==> config.mk <==
export PLATFORM = sky130hd
export DESIGN_NAME = qi_cordic_cell
export DESIGN_NICKNAME = d
export VERILOG_FILES = /design/src/hw/rtl/qi_pkg.sv /design/src/hw/rtl/qi_cordic_cell.sv
export SDC_FILE = /design/constraint.sdc
export NUM_CORES = 1
export LEC_CHECK = 0
export BUFFER_PORTS_ARGS = -buffer_cell sky130_fd_sc_hd__buf_2
export CORE_ASPECT_RATIO = 1.5
export CORE_UTILIZATION = 55
export CTS_CLUSTER_DIAMETER = 60
export DETAILED_ROUTE_END_ITERATION = 8
export PLACE_DENSITY = 0.8
export SKIP_CTS_REPAIR_TIMING = 1
export SYNTH_ARGS = -nofsm -noshare
export SYNTH_HDL_FRONTEND = slang
export SYNTH_SLANG_ARGS = --single-unit
==> constraint.sdc <==
create_clock -name clk_i -period 6.9 [get_ports clk_i]
set_input_delay 0.345 -clock clk_i [delete_from_list [all_inputs] [get_ports clk_i]]
set_output_delay 0.345 -clock clk_i [all_outputs]
set_load 0.02 [all_outputs]
==> src/hw/rtl/qi_pkg.sv <==
// Shared types, constants and helper functions for the quaternion interpolator.
package qi_pkg;

  localparam int COMP_WIDTH           = 16;
  localparam int FRAC_BITS            = 14;
  localparam int CW                   = 36;
  localparam int SQRT_STEPS           = 31;
  localparam int DIV_STEPS            = 30;
  localparam int DEFAULT_CORDIC_STEPS = 16;

  localparam logic signed [CW-1:0] PI_Q30      = 36'sd3373259426;
  localparam logic signed [CW-1:0] HALF_PI_Q30 = 36'sd1686629713;
  localparam logic signed [CW-1:0] GAIN_Q30    = 36'sd652032874;
  localparam logic [14:0]          ONE_K       = 15'd16384;

  typedef enum logic [0:0] {
    REG_MODE  = 1'b0,
    REG_LIMIT = 1'b1
  } cfg_reg_e;

  typedef struct packed {
    logic signed [15:0] first_w;
    logic signed [15:0] first_x;
    logic signed [15:0] first_y;
    logic signed [15:0] first_z;
    logic signed [15:0] second_w;
    logic signed [15:0] second_x;
    logic signed [15:0] second_y;
    logic signed [15:0] second_z;
    logic [14:0]        blend;
  } in_t;

  typedef struct packed {
    logic signed [15:0] out_w;
    logic signed [15:0] out_x;
    logic signed [15:0] out_y;
    logic signed [15:0] out_z;
    logic               fell_back;
  } out_t;

  typedef struct packed {
    in_t         item;
    logic [14:0] k;
    logic        pos;
    logic        cneg;
    logic [14:0] cabs;
    logic [31:0] ang;
    logic [30:0] sa;
    logic        fb;
    logic        ovf0;
    logic        ovf1;
  } side_t;

  function automatic logic signed [CW-1:0] atan_step(input int i);
    logic signed [CW-1:0] r;
    case (i)
      0:       r = 36'sd843314857;
      1:       r = 36'sd497837830;
      2:       r = 36'sd263043837;
      3:       r = 36'sd133525159;
      4:       r = 36'sd67021688;
      5:       r = 36'sd33543516;
      6:       r = 36'sd16775851;
      7:       r = 36'sd8388437;
      8:       r = 36'sd4194283;
      9:       r = 36'sd2097149;
      10:      r = 36'sd1048576;
      default: r = 36'sd1073741824 >>> i;
    endcase
    return r;
  endfunction

  // fold an angle in [0,pi] into [0,pi/2]
  function automatic logic signed [CW-1:0] fold(input logic [31:0] ang);
    logic signed [CW-1:0] t;
    t = $signed({4'b0, ang});
    if (t > HALF_PI_Q30) begin
      t = PI_Q30 - t;
    end
    return t;
  endfunction

endpackage

==> src/hw/rtl/qi_cordic_cell.sv <==
// One CORDIC micro-rotation cell, vectoring or rotation mode.
module qi_cordic_cell
  import qi_pkg::*;
#(
  parameter int STEP   = 0,
  parameter bit VECTOR = 1'b0
) (
  input  logic                 clk_i,
  input  logic                 en_i,
  input  logic signed [CW-1:0] x_i,
  input  logic signed [CW-1:0] y_i,
  input  logic signed [CW-1:0] z_i,
  output logic signed [CW-1:0] x_o,
  output logic signed [CW-1:0] y_o,
  output logic signed [CW-1:0] z_o
);

  logic signed [CW-1:0] dx, dy;
  logic signed [CW-1:0] x_d, y_d, z_d, x_q, y_q, z_q;

  always_comb begin
    dx = y_i >>> STEP;
    dy = x_i >>> STEP;
    if (VECTOR) begin
      if (y_i >= 0) begin
        x_d = x_i + dx;
        y_d = y_i - dy;
        z_d = z_i + atan_step(STEP);
      end else begin
        x_d = x_i - dx;
        y_d = y_i + dy;
        z_d = z_i - atan_step(STEP);
      end
    end else begin
      if (z_i >= 0) begin
        x_d = x_i - dx;
        y_d = y_i + dy;
        z_d = z_i - atan_step(STEP);
      end else begin
        x_d = x_i + dx;
        y_d = y_i - dy;
        z_d = z_i + atan_step(STEP);
      end
    end
  end

  always_ff @(posedge clk_i) begin
    if (en_i) begin
      x_q <= x_d;
      y_q <= y_d;
      z_q <= z_d;
    end
  end

  assign x_o = x_q;
  assign y_o = y_q;
  assign z_o = z_q;

endmodule

==> out/metrics.cfg <==
[final_layout]
finalNonFillerCells = 1800
final_cell_area_um2 = 12900
area_delta_synth_final_pct = 13.1
fin_nets = 1785
drive_above_1_share_pct = 17.6
fillerInstances = 1811
antennaDiodeCount = 0

[floorplanning]
ios = 218
core_area_um2 = 20400
die_area_um2 = 21400
rows = 64
start_util_pct = 56.0
die_h_um = 179
die_w_um = 120

[synth]
ys_ff_latch = 107
synth_cells = 1359
yosysTopAreaCellShare_pct = 28.1
synth.largest_area_cell = edfxtp_1
syn_area_um2 = 11400
synthTopCellsByArea = edfxtp_1 (28%), ha_1 (15%), a21oi_1 (8.0%)
yosysSeqAreaShare_pct = 28.1
yosysUniqueCellTypes = 81
async_reset_ff_share_pct = 0
synth_nets = 1613
synthFlopType = edfxtp_1
netlist_top_cells_count = a21oi_1 (183), ha_1 (140), inv_1 (115), nor2_1 (115), edfxtp_1 (107)
synth_edf_count = 107
post_synth.cell_area_avg_um2 = 8.42
yosysMostFrequentCell = a21oi_1
yosysWarnings = 0

[route]
wl_met1_mm = 12.9
drc = 0
via_per_inst = 6.20
dr.pass1.iters = 6
drt.antenna.violating_nets = 0
met2_length_mm = 18.1
finalWirelength_mm = 35.0
route.vias.total = 11200
route.top_layer_used = met4
routedWlPerCell_um = 19.4
met3_length_mm = 1.98
drt_iter0_markers = 1150

[sta]
rsz0062_at_grt = no
period_share_pct = 67.2
tns_ns = 0
hold_viol_final = 0
max_freq_mhz = 216
setup_viol = 0
worst_slew_pin_slew_ns = 0.984
drv_slew = 0
timing.final.crit_period_ns = 4.63
relSlewSlack_pct = 32.7

[critical_path]
startpoint_type = input port
required_ns = 7.02
worstPathArrival_ns = 4.76
cp-startpoint = z_i[35]
path_max_fanout = 20
end_kind = register
critPathKind = in2reg

[global_routing]
grt_pass1_vias = 10800
grt_max_degree = 75
grt_usage_pct = 32.7
antenna_found_initial = 0
grt_pass1_wl_mm = 54.3
overflow = 0

[clock_tree]
cts_sinks = 107
cts_buffers = 9
cts-root-buf = clkbuf_16
cts_buffer_depth = 2
cts_tree = yes
path_clk_slew_ns = 0.07
htreeDepth = 3

[run_status]
status = completed

[flow_run]
max_cap_violations = 0

[min_path]
worstHoldStart = z_i[0]
hold_class = in2reg

[place]
place.gp.congestion = 1.05
dp_hpwl_mm = 27.4
port-buffer-count = 217
dpl.cell_count = 1784
placed_area_um2 = 12600

[pwr]
pwr_density_cell_nw_per_um2 = 198
ir_drop_mv = 0.131
p_leak_nw = 5.73
finalPower_mw = 2.56

[logic make-up (layout without fill, tap and decap cells)]
group                    after synthesis  count (layout)  synth area share, %
flip-flops                           107             107                 28.1
adder cells (fa/ha/maj)              144             144                 16.0
AO/OA/AOI/OAI                        471             471                 26.5
buffers and inverters                181             358                 6.24
multiplexers                          14              14                 1.23
AND/OR/NAND/NOR                      340             340                 14.1
XOR/XNOR                             102             102                 7.81
[metrics by stage]
stage	utilization [%]	hold slack [ns]	setup WS [ns]
finish	63.3	0.291	2.27
floorplan	-	0.457	2.41
detailed placement	61.9	0.679	2.01
CTS	63.3	0.292	2.35
global placement	61.9	0.662	2.29
global route	63.3	0.285	1.90
[placed cells by master, fill, tap and decap left out, drive strengths merged, types with 9 or more instances in the layout]
master and instances:
buf 220, nor3 23, nand3 18, nand4 19, nor4 13, a211oi 17
inv 119, mux2i 14, nand2 88, a21o 27, xor2 17, o211ai 15
ha 140, a221oi 9, o21a 12, a21oi 186, o21ai 79, xnor2 85
o21bai 37, nand2b 11, o31ai 12, clkbuf 9, nor2b 11, edfxtp 107
nor2 117, and3 10
[power breakdown]
part           switching [mW]  internal (mW)
logic                   0.726          0.399
clock network           0.259          0.284
registers              0.0280          0.864
total                    1.01           1.55
[flip-flops by register name, indices dropped and copies added (netlist names)]
name,cells
x_o,36
y_o,35
z_o,36
[cell type report]
class | instances | area, µm² | share of cell area, %
Clock buffer | 9 | 225 | 1.74
Tap cell | 264 | 330 | 2.55
Multi-Input combinational cell | 1071 | 7520 | 58.1
Inverter | 122 | 458 | 3.54
Timing Repair Buffer | 220 | 1110 | 8.59
Clock inverter | 7 | 76.3 | 0.590
Sequential cell | 107 | 3210 | 24.8
[path summary, 6_finish.rpt]
check                 end  slack [ns]  depth (start not counted)
setup / recovery  z_o[32]        2.27                         17
hold / removal     z_o[0]        0.29                          2
[critical path: stages]
cell	delay [ns]
buf_2	0.13
inv_1	0.08
ha_1	0.18
nor4b_1	0.32
nand4_1	0.14
nor3_1	0.27
nand2b_4	0.36
inv_2	0.23
ha_1	0.41
a2111oi_0	0.53
o21ai_1	0.24
a211oi_1	0.48
nor2_1	0.14
o21a_1	0.27
a221oi_2	0.31
o21ai_0	0.15
xor2_1	0.16
[routing by layer]
metal	global-route usage (%)	vias to the layer above
li1	-	5270
met4	19.2	0
met5	0	-
met2	61.0	564
met1	34.5	5188
met3	4.70	136
No activity file was read; power rests on OpenSTA's default activity.
