**config.mk**
```make
export PLATFORM = sky130hd
export DESIGN_NAME = qi_sqrt_cell
export DESIGN_NICKNAME = d
export VERILOG_FILES = /design/src/hw/rtl/qi_pkg.sv /design/src/hw/rtl/qi_sqrt_cell.sv
export SDC_FILE = /design/constraint.sdc
export NUM_CORES = 1
export LEC_CHECK = 0
export BUFFER_PORTS_ARGS = -buffer_cell sky130_fd_sc_hd__buf_2
export CAP_MARGIN = 20
export CELL_PAD_IN_SITES_DETAIL_PLACEMENT = 0
export CELL_PAD_IN_SITES_GLOBAL_PLACEMENT = 1
export CORE_ASPECT_RATIO = 1.4
export CORE_MARGIN = 10
export CORE_UTILIZATION = 40
export DETAILED_ROUTE_END_ITERATION = 12
export PLACE_DENSITY_LB_ADDON = 0.1
export REMOVE_ABC_BUFFERS = 1
export SLEW_MARGIN = 5
export SYNTH_ARGS = -nofsm -noshare
export SYNTH_HDL_FRONTEND = slang
export SYNTH_SLANG_ARGS = --single-unit
```
**constraint.sdc**
```tcl
create_clock -name clk_i -period 4.52 [get_ports clk_i]
set_clock_uncertainty 0.15 [all_clocks]
set_input_delay 0.226 -clock clk_i [delete_from_list [all_inputs] [get_ports clk_i]]
set_output_delay 0.226 -clock clk_i [all_outputs]
set_load 0.02 [all_outputs]
```
**src/hw/rtl/qi_pkg.sv**
```systemverilog
// Shared types, constants and helper functions for the quaternion interpolator.
package qi_pkg;

  localparam int COMP_WIDTH           = 16;
  localparam int FRAC_BITS            = 14;
  localparam int CW                   = 36;
  localparam int SQRT_STEPS           = 31;
  localparam int DIV_STEPS            = 30;
  localparam int DEFAULT_CORDIC_STEPS = 16;

  localparam logic signed [CW-1:0] PI_Q30      = 36'sd3373259426;
  localparam logic signed [CW-1:0] HALF_PI_Q30 = 36'sd1686629713;
  localparam logic signed [CW-1:0] GAIN_Q30    = 36'sd652032874;
  localparam logic [14:0]          ONE_K       = 15'd16384;

  typedef enum logic [0:0] {
    REG_MODE  = 1'b0,
    REG_LIMIT = 1'b1
  } cfg_reg_e;

  typedef struct packed {
    logic signed [15:0] first_w;
    logic signed [15:0] first_x;
    logic signed [15:0] first_y;
    logic signed [15:0] first_z;
    logic signed [15:0] second_w;
    logic signed [15:0] second_x;
    logic signed [15:0] second_y;
    logic signed [15:0] second_z;
    logic [14:0]        blend;
  } in_t;

  typedef struct packed {
    logic signed [15:0] out_w;
    logic signed [15:0] out_x;
    logic signed [15:0] out_y;
    logic signed [15:0] out_z;
    logic               fell_back;
  } out_t;

  typedef struct packed {
    in_t         item;
    logic [14:0] k;
    logic        pos;
    logic        cneg;
    logic [14:0] cabs;
    logic [31:0] ang;
    logic [30:0] sa;
    logic        fb;
    logic        ovf0;
    logic        ovf1;
  } side_t;

  function automatic logic signed [CW-1:0] atan_step(input int i);
    logic signed [CW-1:0] r;
    case (i)
      0:       r = 36'sd843314857;
      1:       r = 36'sd497837830;
      2:       r = 36'sd263043837;
      3:       r = 36'sd133525159;
      4:       r = 36'sd67021688;
      5:       r = 36'sd33543516;
      6:       r = 36'sd16775851;
      7:       r = 36'sd8388437;
      8:       r = 36'sd4194283;
      9:       r = 36'sd2097149;
      10:      r = 36'sd1048576;
      default: r = 36'sd1073741824 >>> i;
    endcase
    return r;
  endfunction

  // fold an angle in [0,pi] into [0,pi/2]
  function automatic logic signed [CW-1:0] fold(input logic [31:0] ang);
    logic signed [CW-1:0] t;
    t = $signed({4'b0, ang});
    if (t > HALF_PI_Q30) begin
      t = PI_Q30 - t;
    end
    return t;
  endfunction

endpackage

```
**src/hw/rtl/qi_sqrt_cell.sv**
```systemverilog
// One digit cell of the integer square root chain.
module qi_sqrt_cell
  import qi_pkg::*;
(
  input  logic        clk_i,
  input  logic        en_i,
  input  logic [61:0] rad_i,
  input  logic [35:0] rem_i,
  input  logic [30:0] root_i,
  output logic [61:0] rad_o,
  output logic [35:0] rem_o,
  output logic [30:0] root_o
);

  logic [35:0] rem_n, trial;
  logic [61:0] rad_d, rad_q;
  logic [35:0] rem_d, rem_q;
  logic [30:0] root_d, root_q;

  always_comb begin
    rem_n = {rem_i[33:0], rad_i[61:60]};
    trial = {3'b0, root_i, 2'b01};
    rad_d = {rad_i[59:0], 2'b00};
    if (rem_n >= trial) begin
      rem_d  = rem_n - trial;
      root_d = {root_i[29:0], 1'b1};
    end else begin
      rem_d  = rem_n;
      root_d = {root_i[29:0], 1'b0};
    end
  end

  always_ff @(posedge clk_i) begin
    if (en_i) begin
      rad_q  <= rad_d;
      rem_q  <= rem_d;
      root_q <= root_d;
    end
  end

  assign rad_o  = rad_q;
  assign rem_o  = rem_q;
  assign root_o = root_q;

endmodule

```
==> metrics.md <==
| Metric | Value |
|---|---|
| Status | finished, final reports clean |
| Detailed-route via count | 5284 |
| Die Y | roughly 170 um |
| Count of flip-flops with a built-in enable after synthesis | 127 |
| Initial DRC count | around 280 |
| Final HPWL DP | approximately 14 mm |
| Global routing's busiest layer | met2 |
| Clk sink count | roughly 130 |
| Post-synthesis async set-or-reset flop share | 0% |
| Commonest non-fill, non-tap cell in the layout | buf_2 |
| CTS Buf Count | 17 |
| Hold path depth | 3 |
| Crit path max fanout | 37 |
| Yosys top cell by area | edfxtp_1 |
| Crit. End Element | flop |
| I/O pin total | 260 |
| Synth top area share | 61.3% |
| Max cap viols | 0 |
| Seq/Total Area, Yosys | 61.3% |
| RSZ-0062 raised after global routing | no |
| Ys Warns | 0 |
| Post-Synthesis Cells | between 500 and 600 |
| Die X | between 100 and 150 um |
| Delay-heaviest family, CP | compound AO/OA/AOI/OAI gates |
| First-pass GRT wire length | around 30 mm |
| Startpoint types | input port |
| Pre-antenna DRT Iters | 4 |
| Layout cells sized above 1 | about a third |
| Total global routing overflow | 0 |
| Met3 usage | between 5 and 6% |
| Hold Fails Final Rpt | 0 |
| CP Buf/Inv Count | 3 |
| Initial antenna violation count | 0 |
| Final Util | 62.9% |
| Worst-margin pin slew | 980 ps |
| Post-CTS setup buffer count | 0 |
| Clk slew on worst S/H paths | 60 ps |
| CORE AREA | 15100 um2 |
| Nets | between 1000 and 1500 |
| Vias in the first global route | 5689 |
| Gr usage total | between 10% and 20% |
| Starting Density | around 41% |
| Num rows | between 50 and 60 |
| Avg Inst Size Synth | between 10 and 15 um2 |
| Hold Crit Class | input port to flop |
| Hold path start | rem_i[25] |
| Distinct cells, synth | 50 |
| I/O Buffers | 255 |
| Pre-CTS WS | ~1100 ps |
| Hold Path End | rem_o[27] |
| CP peak stage delay | approximately 660 ps |
| Largest net degree at the start of global routing | 81 |
| DRC violations left | 0 |
| Met1 Use GR | about a fifth |
| Total die area | between 20000 and 25000 um2 |
| Commonest non-fill, non-tap cells in the layout | buf_2 (254), edfxtp_1 (127), dlygate4sd3_1 (123), nand2_1 (57), inv_1 (40) |
| Cell Area, Synth | about 6200 um2 |
| PD cells | between 300 and 400 nW/um2 |
| Critical path type | input port to flop |
| Via density | around 4.8 |
| Final GP Congestion | 0.823 |
| DRT antenna net count | 0 |
| Met2 Resource Use GR | between 30% and 40% |
| Critical Path AT | 3590 ps |
| Pwr Total | 3.76 mW |
| Setup slack after layout | just over 900 ps |
| Synth Register Bits | approximately 130 |
| Routed len/inst | about 17 um |
| Worst vdd ir | roughly 0.23 mV |
| Setup-failing EPs final | 0 |
| Lkg Pwr | between 4 and 5 nW |
| Crit path required time | around 4500 ps |
| Post_cts resized | 0 |
| CTS Buffer Depth | 2 |
| Slew headroom | between 30% and 40% |
| Final setup TNS | 0 ps |
| Fmax | ~280 MHz |
| Top cells by area, synth | edfxtp_1 (61%), ha_1 (6.6%), nand2_1 (3.4%) |
| CP startpoint | rem_i[27] |
| Routed WL | approximately 19 mm |
| CP Cell Sequence | dlygate4sd3_1, buf_2, ha_1, a21oi_1, o21bai_1, a21o_1, a2111oi_0, o21a_2, buf_4, mux2i_1 |
| CTS tree | built |
| H-tree levels | 4 |
| Tcrit/Tclk final | between 70% and 80% |
| Worst path slowest cell | o21a_2 |
| Root Driver | clkbuf_16 |
| Hold-fix buffers, CTS | 123 |
| Primary FF master, synth | edfxtp_1 |
| Fin crit period | approximately 3600 ps |
| Syn-to-layout area delta | 52.9% |
| Max Slew Vio Count | 0 |
-- synthesized netlist by cell type (2+ instances only) --
| cell | n |
|---|---|
| nand3_1 | 8 |
| a21oi_1 | 39 |
| buf_2 | 13 |
| nor3_1 | 5 |
| o21ai_0 | 11 |
| o21ai_1 | 38 |
| nor4_1 | 3 |
| nand2_1 | 57 |
| inv_1 | 40 |
| nand4b_1 | 2 |
| mux2i_1 | 2 |
| clkbuf_1 | 2 |
| nand2_2 | 2 |
| nand4_1 | 10 |
| ha_1 | 33 |
| edfxtp_1 | 127 |
| a21boi_0 | 2 |
| or3_1 | 2 |
| nor2_1 | 19 |
| o21bai_1 | 6 |
| a31oi_1 | 2 |
| buf_4 | 5 |
| o21a_1 | 6 |
| a2111oi_0 | 2 |
| o211ai_1 | 5 |
| a21o_1 | 13 |
| xor2_1 | 14 |
| nand2b_1 | 6 |
| xnor2_1 | 20 |
-- flip-flops by register name (all words and copies together) (netlist names) --
| name | flops |
|---|---|
| rad_o | 60 |
| rem_o | 36 |
| root_o | 31 |
-- where the power goes --
group          switching [mW]  total, mW  internal, mW
clock network           0.550       1.48         0.934
logic                   0.476      0.802         0.326
registers              0.0268       1.47          1.45
total                    1.05       3.76          2.71
-- logic make-up (layout without fill, tap and decap cells) --
family	after synthesis	after routing	synth area share, %
AO/OA/AOI/OAI	134	134	13.0
XOR/XNOR	34	34	4.78
adder cells (fa/ha/maj)	33	33	6.63
buffers and inverters	62	453	4.44
flip-flops	127	127	61.3
multiplexers	2	2	0.322
other	1	3	0.0603
AND/OR/NAND/NOR	122	122	9.49
-- per-stage QoR --
stage          area (um2)  std cells  hold WS (ps)
2_1_floorplan        6100        494           175
3_3_place_gp         7640        944           253
3_5_place_dp         7640        944           254
4_1_cts              9510       1099          15.1
5_1_grt              9510       1099          38.5
6_report             9510       1100          27.4
-- worst max-delay path by stage --
stage / to / slack [ps] / depth (start not counted)
CTS: rem_o[12] / 930 / 10
finish: rem_o[1] / 930 / 10
floorplan: rem_o[33] / 1000 / 9
global placement: rem_o[11] / 1110 / 10
global route: rem_o[13] / 610 / 10
detailed placement: rem_o[12] / 1050 / 10
-- per-layer routing --
metal	vias up	wire (um)	part of all wire, %
met1	2443	7650	40
met4	0	189	0.98
met3	10	1270	6.6
met5	-	0	0
met2	186	10100	53
li1	2645	-	-
-- final cells by class --
type / count / area [um2]
clock buffer: 17 / 425
fill: 1207 / 5610
clock inverter: 15 / 210
multi-input combinational: 327 / 2140
timing repair buffer: 381 / 2530
antenna: 1 / 2.50
inverter: 40 / 150
tap: 192 / 240
sequential: 127 / 3810
Note: power is estimated with default switching activity, not from simulation.
