### config.mk
export PLATFORM = sky130hd
export DESIGN_NAME = qi_div_cell
export DESIGN_NICKNAME = d
export VERILOG_FILES = /design/src/hw/rtl/qi_pkg.sv /design/src/hw/rtl/qi_div_cell.sv
export SDC_FILE = /design/constraint.sdc
export NUM_CORES = 1
export LEC_CHECK = 0
export ABC_AREA = 1
export BUFFER_PORTS_ARGS = -buffer_cell sky130_fd_sc_hd__buf_2
export CORE_MARGIN = 4
export CORE_UTILIZATION = 53
export CTS_CLUSTER_DIAMETER = 150
export CTS_CLUSTER_SIZE = 16
export DETAILED_ROUTE_END_ITERATION = 10
export HOLD_SLACK_MARGIN = 0.03
export PLACE_DENSITY = 0.81
export SYNTH_ARGS = -nofsm -noshare
export SYNTH_HDL_FRONTEND = slang
export SYNTH_SLANG_ARGS = --single-unit
### constraint.sdc
create_clock -name clk_i -period 2.65 [get_ports clk_i]
set_clock_uncertainty 0.05 [all_clocks]
set_input_delay 0.1325 -clock clk_i [delete_from_list [all_inputs] [get_ports clk_i]]
set_output_delay 0.1325 -clock clk_i [all_outputs]
set_load 0.02 [all_outputs]
### src/hw/rtl/qi_pkg.sv
// Shared types, constants and helper functions for the quaternion interpolator.
package qi_pkg;

  localparam int COMP_WIDTH           = 16;
  localparam int FRAC_BITS            = 14;
  localparam int CW                   = 36;
  localparam int SQRT_STEPS           = 31;
  localparam int DIV_STEPS            = 30;
  localparam int DEFAULT_CORDIC_STEPS = 16;

  localparam logic signed [CW-1:0] PI_Q30      = 36'sd3373259426;
  localparam logic signed [CW-1:0] HALF_PI_Q30 = 36'sd1686629713;
  localparam logic signed [CW-1:0] GAIN_Q30    = 36'sd652032874;
  localparam logic [14:0]          ONE_K       = 15'd16384;

  typedef enum logic [0:0] {
    REG_MODE  = 1'b0,
    REG_LIMIT = 1'b1
  } cfg_reg_e;

  typedef struct packed {
    logic signed [15:0] first_w;
    logic signed [15:0] first_x;
    logic signed [15:0] first_y;
    logic signed [15:0] first_z;
    logic signed [15:0] second_w;
    logic signed [15:0] second_x;
    logic signed [15:0] second_y;
    logic signed [15:0] second_z;
    logic [14:0]        blend;
  } in_t;

  typedef struct packed {
    logic signed [15:0] out_w;
    logic signed [15:0] out_x;
    logic signed [15:0] out_y;
    logic signed [15:0] out_z;
    logic               fell_back;
  } out_t;

  typedef struct packed {
    in_t         item;
    logic [14:0] k;
    logic        pos;
    logic        cneg;
    logic [14:0] cabs;
    logic [31:0] ang;
    logic [30:0] sa;
    logic        fb;
    logic        ovf0;
    logic        ovf1;
  } side_t;

  function automatic logic signed [CW-1:0] atan_step(input int i);
    logic signed [CW-1:0] r;
    case (i)
      0:       r = 36'sd843314857;
      1:       r = 36'sd497837830;
      2:       r = 36'sd263043837;
      3:       r = 36'sd133525159;
      4:       r = 36'sd67021688;
      5:       r = 36'sd33543516;
      6:       r = 36'sd16775851;
      7:       r = 36'sd8388437;
      8:       r = 36'sd4194283;
      9:       r = 36'sd2097149;
      10:      r = 36'sd1048576;
      default: r = 36'sd1073741824 >>> i;
    endcase
    return r;
  endfunction

  // fold an angle in [0,pi] into [0,pi/2]
  function automatic logic signed [CW-1:0] fold(input logic [31:0] ang);
    logic signed [CW-1:0] t;
    t = $signed({4'b0, ang});
    if (t > HALF_PI_Q30) begin
      t = PI_Q30 - t;
    end
    return t;
  endfunction

endpackage

### src/hw/rtl/qi_div_cell.sv
// One quotient bit cell of the restoring weight divider.
module qi_div_cell
  import qi_pkg::*;
#(
  parameter int BIT = 0
) (
  input  logic        clk_i,
  input  logic        en_i,
  input  logic [30:0] sa_i,
  input  logic [45:0] rem_i,
  input  logic [29:0] q_i,
  output logic [45:0] rem_o,
  output logic [29:0] q_o
);

  logic [61:0] dvs;
  logic [45:0] rem_d, rem_q;
  logic [29:0] q_d, q_q;

  always_comb begin
    dvs = 62'(sa_i) << BIT;
    if ({16'b0, rem_i} >= dvs) begin
      rem_d = rem_i - dvs[45:0];
      q_d   = q_i | (30'd1 << BIT);
    end else begin
      rem_d = rem_i;
      q_d   = q_i;
    end
  end

  always_ff @(posedge clk_i) begin
    if (en_i) begin
      rem_q <= rem_d;
      q_q   <= q_d;
    end
  end

  assign rem_o = rem_q;
  assign q_o   = q_q;

endmodule

==> summary.txt, run 1 <==
Timing
  • Max Transition Viols Final: 0
  • Fmax: 398 MHz
  • Period minus WS final: 2.51 ns
  • Final Hold Fails: 0
  • # setup viols final: 0
  • RSZ-0062 raised after global routing: no
  • Headroom to the max-slew limit: 64.8%
  • Worst-margin pin slew: 0.527 ns
  • Period Utilization, post-route: a little over nine tenths
  • Post-route setup TNS: 0 ns

Power and ir drop
  • Pint: around 0.0026 W
  • Leak pwr: 4.62 nW
  • Sequential share of power: 38.7%
  • PwrDens: around 470 nW/um2
  • Sw frac: 34.9%
  • Combinational share of power: 32.6%
  • Switch Pwr: between 0.001 and 0.0015 W
  • Clk network pwr share: 28.6%
  • Peak supply drop: 0.279 mV

Worst setup path
  • Crit. Startpoint: rem_i[21]
  • Worst path required time: 2.68 ns
  • Crit Path Max Fanout: 15
  • Critical Path Start Type: input pin
  • Critical path class: input pin to flop
  • CP Capture Type: flop
  • Arrival time worst endpoint: 2.55 ns
  • Crit path capture: rem_o[19]

Layout
  • Final Core Density: 70.2%
  • Number of diodes: 0
  • Share of post-route cells with drive strength above 1: 19.8%
  • Cell area after layout: between 8000 and 9000 um2
  • Nets: 1388
  • Synthesis-to-layout area growth: 30.1%

Logic synthesis
  • Sequential fraction of the synthesis area: 35.3%
  • Synth unique cells: 26
  • Area leader, netlist: edfxtp_1
  • EDFF count, synth: 76
  • Synth area leaders: edfxtp_1, nand2_1, inv_1
  • Ys Warns: 0
  • Post-synthesis register bit count: 76
  • Cell area after synthesis: 6460 um2
  • Most used DFF post-synth: edfxtp_1
  • Top cell type's share of synthesized area: 35.3%
  • Mean Syn Cell Area: 6.48 um2
  • Post-synth ARST share: 0%
  • Post-synth top cells: nand2_1, inv_1, nor2_1
  • Mapped Cells: 997
  • Syn nets: around 1100
  • Most common cell in the synthesized netlist: nand2_1

GRT
  • First-pass GRT wire length: 32000 um
  • Grt total ovfl: 0
  • Pin count of the biggest net entering global routing: 44
  • Initial antenna violation count: 0
  • GRT Util Overall: 28.8%
  • Number of global-route vias before repair: 6479

Route
  • WL final: 20700 um
  • Wirelength per Cell: around 15 um
  • Via count: 6953
  • DRT iter0 DRCs: 491
  • Pre-antenna DRT Iters: 7
  • Drt drc: 0
  • Vias per inst: 4.97
  • Antenna-violating nets left: 0

Run
  • Max-cap violations: 0

Floorplan
  • Ports: 185
  • Die ar.: 14000 um2
  • FP Rows: 40
  • Width of the die: 118 um
  • Die Ht: 118 um
  • Core ar.: 12000 um2
  • Initial core utilization: 54.0%

Place
  • DP Area: 7610 um2
  • Number of I/O port buffers: 184
  • Gpl congestion: 1.00
  • HPWL Detailed: 16100 um

Worst hold path
  • HP Class: input pin to flop

Clocking
  • CTS Buffer Depth: 2
  • CTS tree: built
  • CTS Root Cell: clkbuf_16
  • CTS buffer count: 9
  • CTS H-tree lvls: 3
  • Clk sink count: 76
  • Clock-pin slew on the worst setup and hold paths: 0.06 ns

Run status
  • Result of the run: finished clean
==> per-stage QoR <==
stage / total power, W / std cells / setup slack [ns] / hold slack (ns)
after floorplan: 0.00232 / 997 / 0.568 / 0.181
after global placement: 0.00274 / 1334 / 0.128 / 0.259
after detailed placement: 0.00276 / 1334 / 0.0763 / 0.262
after CTS: 0.00393 / 1397 / 0.0967 / 0.0345
after global routing: 0.00415 / 1398 / 0.00137 / 0.0457
final: 0.00395 / 1398 / 0.136 / 0.0401
==> what timing repair did <==
| action | in CTS | in global routing |
|---|---|---|
| setup buffers | 0 | 1 |
| setup endpoints to repair | 0 | 19 |
| hold endpoints to repair | 48 | 0 |
| hold buffers | 48 | 0 |
| gates resized for setup | 0 | 7 |
==> state kept, by name, summed over array words and instances (netlist names) <==
name / cells
q_o: 30
rem_o: 46
==> power groups by stage <==
stage / registers [W] / clock network, W / logic, W
6_report: 0.00153 / 0.00113 / 0.00129
5_1_grt: 0.00154 / 0.00119 / 0.00142
4_1_cts: 0.00153 / 0.00114 / 0.00127
3_5_place_dp: 0.00155 / 0 / 0.00121
3_3_place_gp: 0.00155 / 0 / 0.00119
2_1_floorplan: 0.00173 / 0 / 0.000586
==> critical path: stages <==
cell           delay, ns
dlygate4sd3_1       0.54
buf_2               0.13
ha_1                0.35
buf_4               0.19
nand2_1             0.06
nand2_1             0.07
inv_1               0.06
nand2_1             0.07
inv_1               0.05
nand2_1             0.06
nand2_1             0.06
nand2_1             0.06
inv_1               0.08
nand2_1             0.08
nand2_2             0.13
nand2_8             0.11
buf_12              0.18
nand2_1             0.07
nand2_1             0.06
==> layout by cell type (no fill, tap or decap), drive strengths merged, types with 2 or more instances in the layout <==
cell / Yosys / routed
a21oi: 27 / 27
and2: 4 / 4
buf: 7 / 198
clkbuf: 0 / 9
clkinv: 1 / 5
clkinvlp: 0 / 2
dlygate4sd3: 0 / 48
edfxtp: 76 / 76
ha: 31 / 31
inv: 215 / 215
nand2: 442 / 442
nand3: 51 / 51
nand3b: 2 / 2
nand4: 14 / 14
nor2: 92 / 92
nor3: 10 / 10
o21ai: 2 / 2
xor2: 19 / 19
==> layout make-up <==
type	count	area, um2
Clock buffer	9	225
Clock inverter	6	32.5
Fill cell	1071	3560
Inverter	216	811
Multi-Input combinational cell	698	3300
Sequential cell	76	2280
Tap cell	147	184
Timing Repair Buffer	246	1560
==> worst min-delay path by stage <==
stage	to	start	cells past startpoint	slack, ns
floorplan	q_o[10]	q_i[10]	0	0.18
global placement	q_o[23]	q_i[23]	1	0.26
detailed placement	q_o[16]	q_i[16]	1	0.26
CTS	rem_o[29]	rem_i[29]	3	0.03
global route	rem_o[29]	rem_i[29]	3	0.05
finish	rem_o[29]	rem_i[29]	3	0.04
==> cell families after synthesis <==
group | count (synthesis) | synth area share [%]
adder cells (fa/ha/maj) | 32 | 6.32
AO/OA/AOI/OAI | 30 | 3.06
flip-flops | 76 | 35.3
AND/OR/NAND/NOR | 617 | 38.9
buffers and inverters | 223 | 13.8
XOR/XNOR | 19 | 2.58
==> routing by layer <==
layer  wire (um)  track usage, %  up-vias
li1            -               -     3531
met1        8890            37.9     3106
met2        9690            48.6      283
met3        1730            5.41       33
met4         418            8.54        0
met5           0               0        -
(Power assumes the default switching activity.)
==> run 2, diff against run 1 <==
- CORE_UTILIZATION: 53 -> 49
- CTS_BUF_LIST: default -> sky130_fd_sc_hd__clkbuf_4
- PLACE_DENSITY: 0.81 -> 0.85
- clock period: 2.65 -> 2.3 ns (I/O delays scaled with it)
==> run 2 against run 1 <==
- global-route usage rose by 5.0 points
- sequential power rose by 16%
- clock power fell by 8%
- combinational power rose by 37%
- first-iteration DRC count rose by 56%
- design area rose by 12%
- sequential share of layout area fell by 3.0 points
- non-clock buffer count rose by 136
- critical endpoint is now rem_o[27]
==> summary.txt, run 2 (synthesized netlist as in run 1, its figures left out) <==
Run status
  • Result of the run: finished clean

Layout
  • Most frequent cells in the layout: nand2_1, inv_1, buf_2
  • Synthesis-to-layout area growth: 46.2%
  • Fillcell total: 982
  • Seq. cell area: between 2000 and 2500 um2
  • Final Core Density: 73.9%
  • Nets: 1525
  • Max reg flops: 46
  • Share of post-route cells with drive strength above 1: 26.6%
  • Multi-input logic area: about 3300 um2
  • Commonest non-fill, non-tap cell in the layout: nand2_1
  • Non-filler instance count after layout: 1563

Timing
  • Period minus WS final: 2.10 ns
  • Final Hold Fails: 0
  • Max Transition Viols Final: 0
  • Worst-margin pin slew: 0.673 ns
  • RSZ-0062 raised after global routing: no
  • # setup viols final: 0
  • Fmax: 477 MHz
  • Period Utilization, post-route: 91.2%
  • Headroom to the max-slew limit: 55.1%

Place
  • Gpl congestion: 1.03
  • HPWL Detailed: 18800 um
  • Placed Cells: approximately 1500
  • Number of I/O port buffers: 184

Route
  • DRT iter0 DRCs: 765
  • Wirelength per Cell: 16.5 um
  • Vias per inst: 5.09
  • Via count: 7953
  • Pre-antenna DRT Iters: 6
  • Antenna-violating nets left: 0
  • Drt drc: 0
  • WL final: 25800 um

GRT
  • Number of global-route vias before repair: 7767
  • GRT Util Overall: 33.9%
  • First-pass GRT wire length: 38700 um
  • Pin count of the biggest net entering global routing: 49
  • Grt total ovfl: 0
  • Initial antenna violation count: 1

Clocking
  • CTS H-tree lvls: 3
  • Clk sink count: 76
  • Clock-pin slew on the worst setup and hold paths: 0.13 ns
  • CTS Buffer Depth: 2
  • CTS buffer count: 9
  • CTS Root Cell: clkbuf_4
  • CTS tree: built

Floorplan
  • FP Rows: 41
  • Initial core utilization: 50.5%
  • Core ar.: 12800 um2
  • Die ar.: ~15000 um2
  • Width of the die: 123 um
  • Die Ht: 123 um
  • Ports: 185

Worst setup path
  • CP Capture Type: flop
  • Crit Path Max Fanout: 11
  • Critical Path Start Type: input pin
  • Critical path class: input pin to flop
  • Worst path required time: 2.52 ns
  • Arrival time worst endpoint: roughly 2.3 ns

Worst hold path
  • HP Class: input pin to flop

Power and ir drop
  • Leak pwr: 5.25 nW
  • Peak supply drop: 0.243 mV
  • PwrDens: 485 nW/um2

Run
  • Max-cap violations: 0
[run 2: metrics by stage]
| stage | power (W) | setup WS [ns] | hold WS [ns] | setup TNS [ns] | area (um2) |
|---|---|---|---|---|---|
| after global routing | 0.00480 | 0.0906 | 0.0709 | 0 | 9440 |
| after detailed placement | 0.00340 | -0.591 | 0.243 | -20.71 | 8560 |
| after floorplan | 0.00267 | 0.235 | 0.164 | 0 | 6460 |
| after global placement | 0.00336 | -0.521 | 0.241 | -17.14 | 8560 |
| final | 0.00458 | 0.203 | 0.0385 | 0 | 9440 |
| after CTS | 0.00449 | 0.0217 | 0.0410 | 0 | 9380 |
[run 2: where the power goes]
group          switching (W)  internal [W]
sequential         0.0000501       0.00172
clock               0.000576      0.000465
combinational        0.00106      0.000710
[run 2: path summary, 6_finish.rpt]
check / start / endpoint / cells after the start
max: sa_i[19] / rem_o[27] / 14
min: rem_i[1] / rem_o[1] / 4
[run 2: area by class of cell]
class | count | share of cell area, %
multi-input combinational | 699 | 34.9
timing repair buffer | 382 | 28.2
sequential | 76 | 24.2
inverter | 216 | 8.59
tap | 172 | 2.28
clock inverter | 6 | 1.02
clock buffer | 10 | 0.795
antenna | 2 | 0.0530
[run 2: timing repair]
item                                   in CTS  in global routing
endpoints found under the hold margin      72                  0
setup endpoints to repair                  12                 32
pin swaps                                   1                  1
cloned                                      1                  0
hold buffers                               64                  0
gates resized for setup                     0                  1
setup buffers                               0                  3
[run 2: layer usage]
layer / track usage (%) / vias up / routed length [um]
met2: 57.3 / 498 / 12000
li1: - / 3794 / -
met3: 5.90 / 99 / 2630
met4: 14.9 / 0 / 1110
met5: 0 / - / 0
met1: 42.3 / 3562 / 10100
[run 2: critical path, stage by stage]
cell,delay (ns)
buf_2,0.08
inv_1,0.04
ha_1,0.36
nand2_1,0.15
nor2_1,0.28
nand2_1,0.13
nor2_2,0.16
nand4_1,0.14
nor3_2,0.35
nor2_4,0.09
buf_12,0.17
buf_12,0.13
nand2_1,0.06
nand2_1,0.06
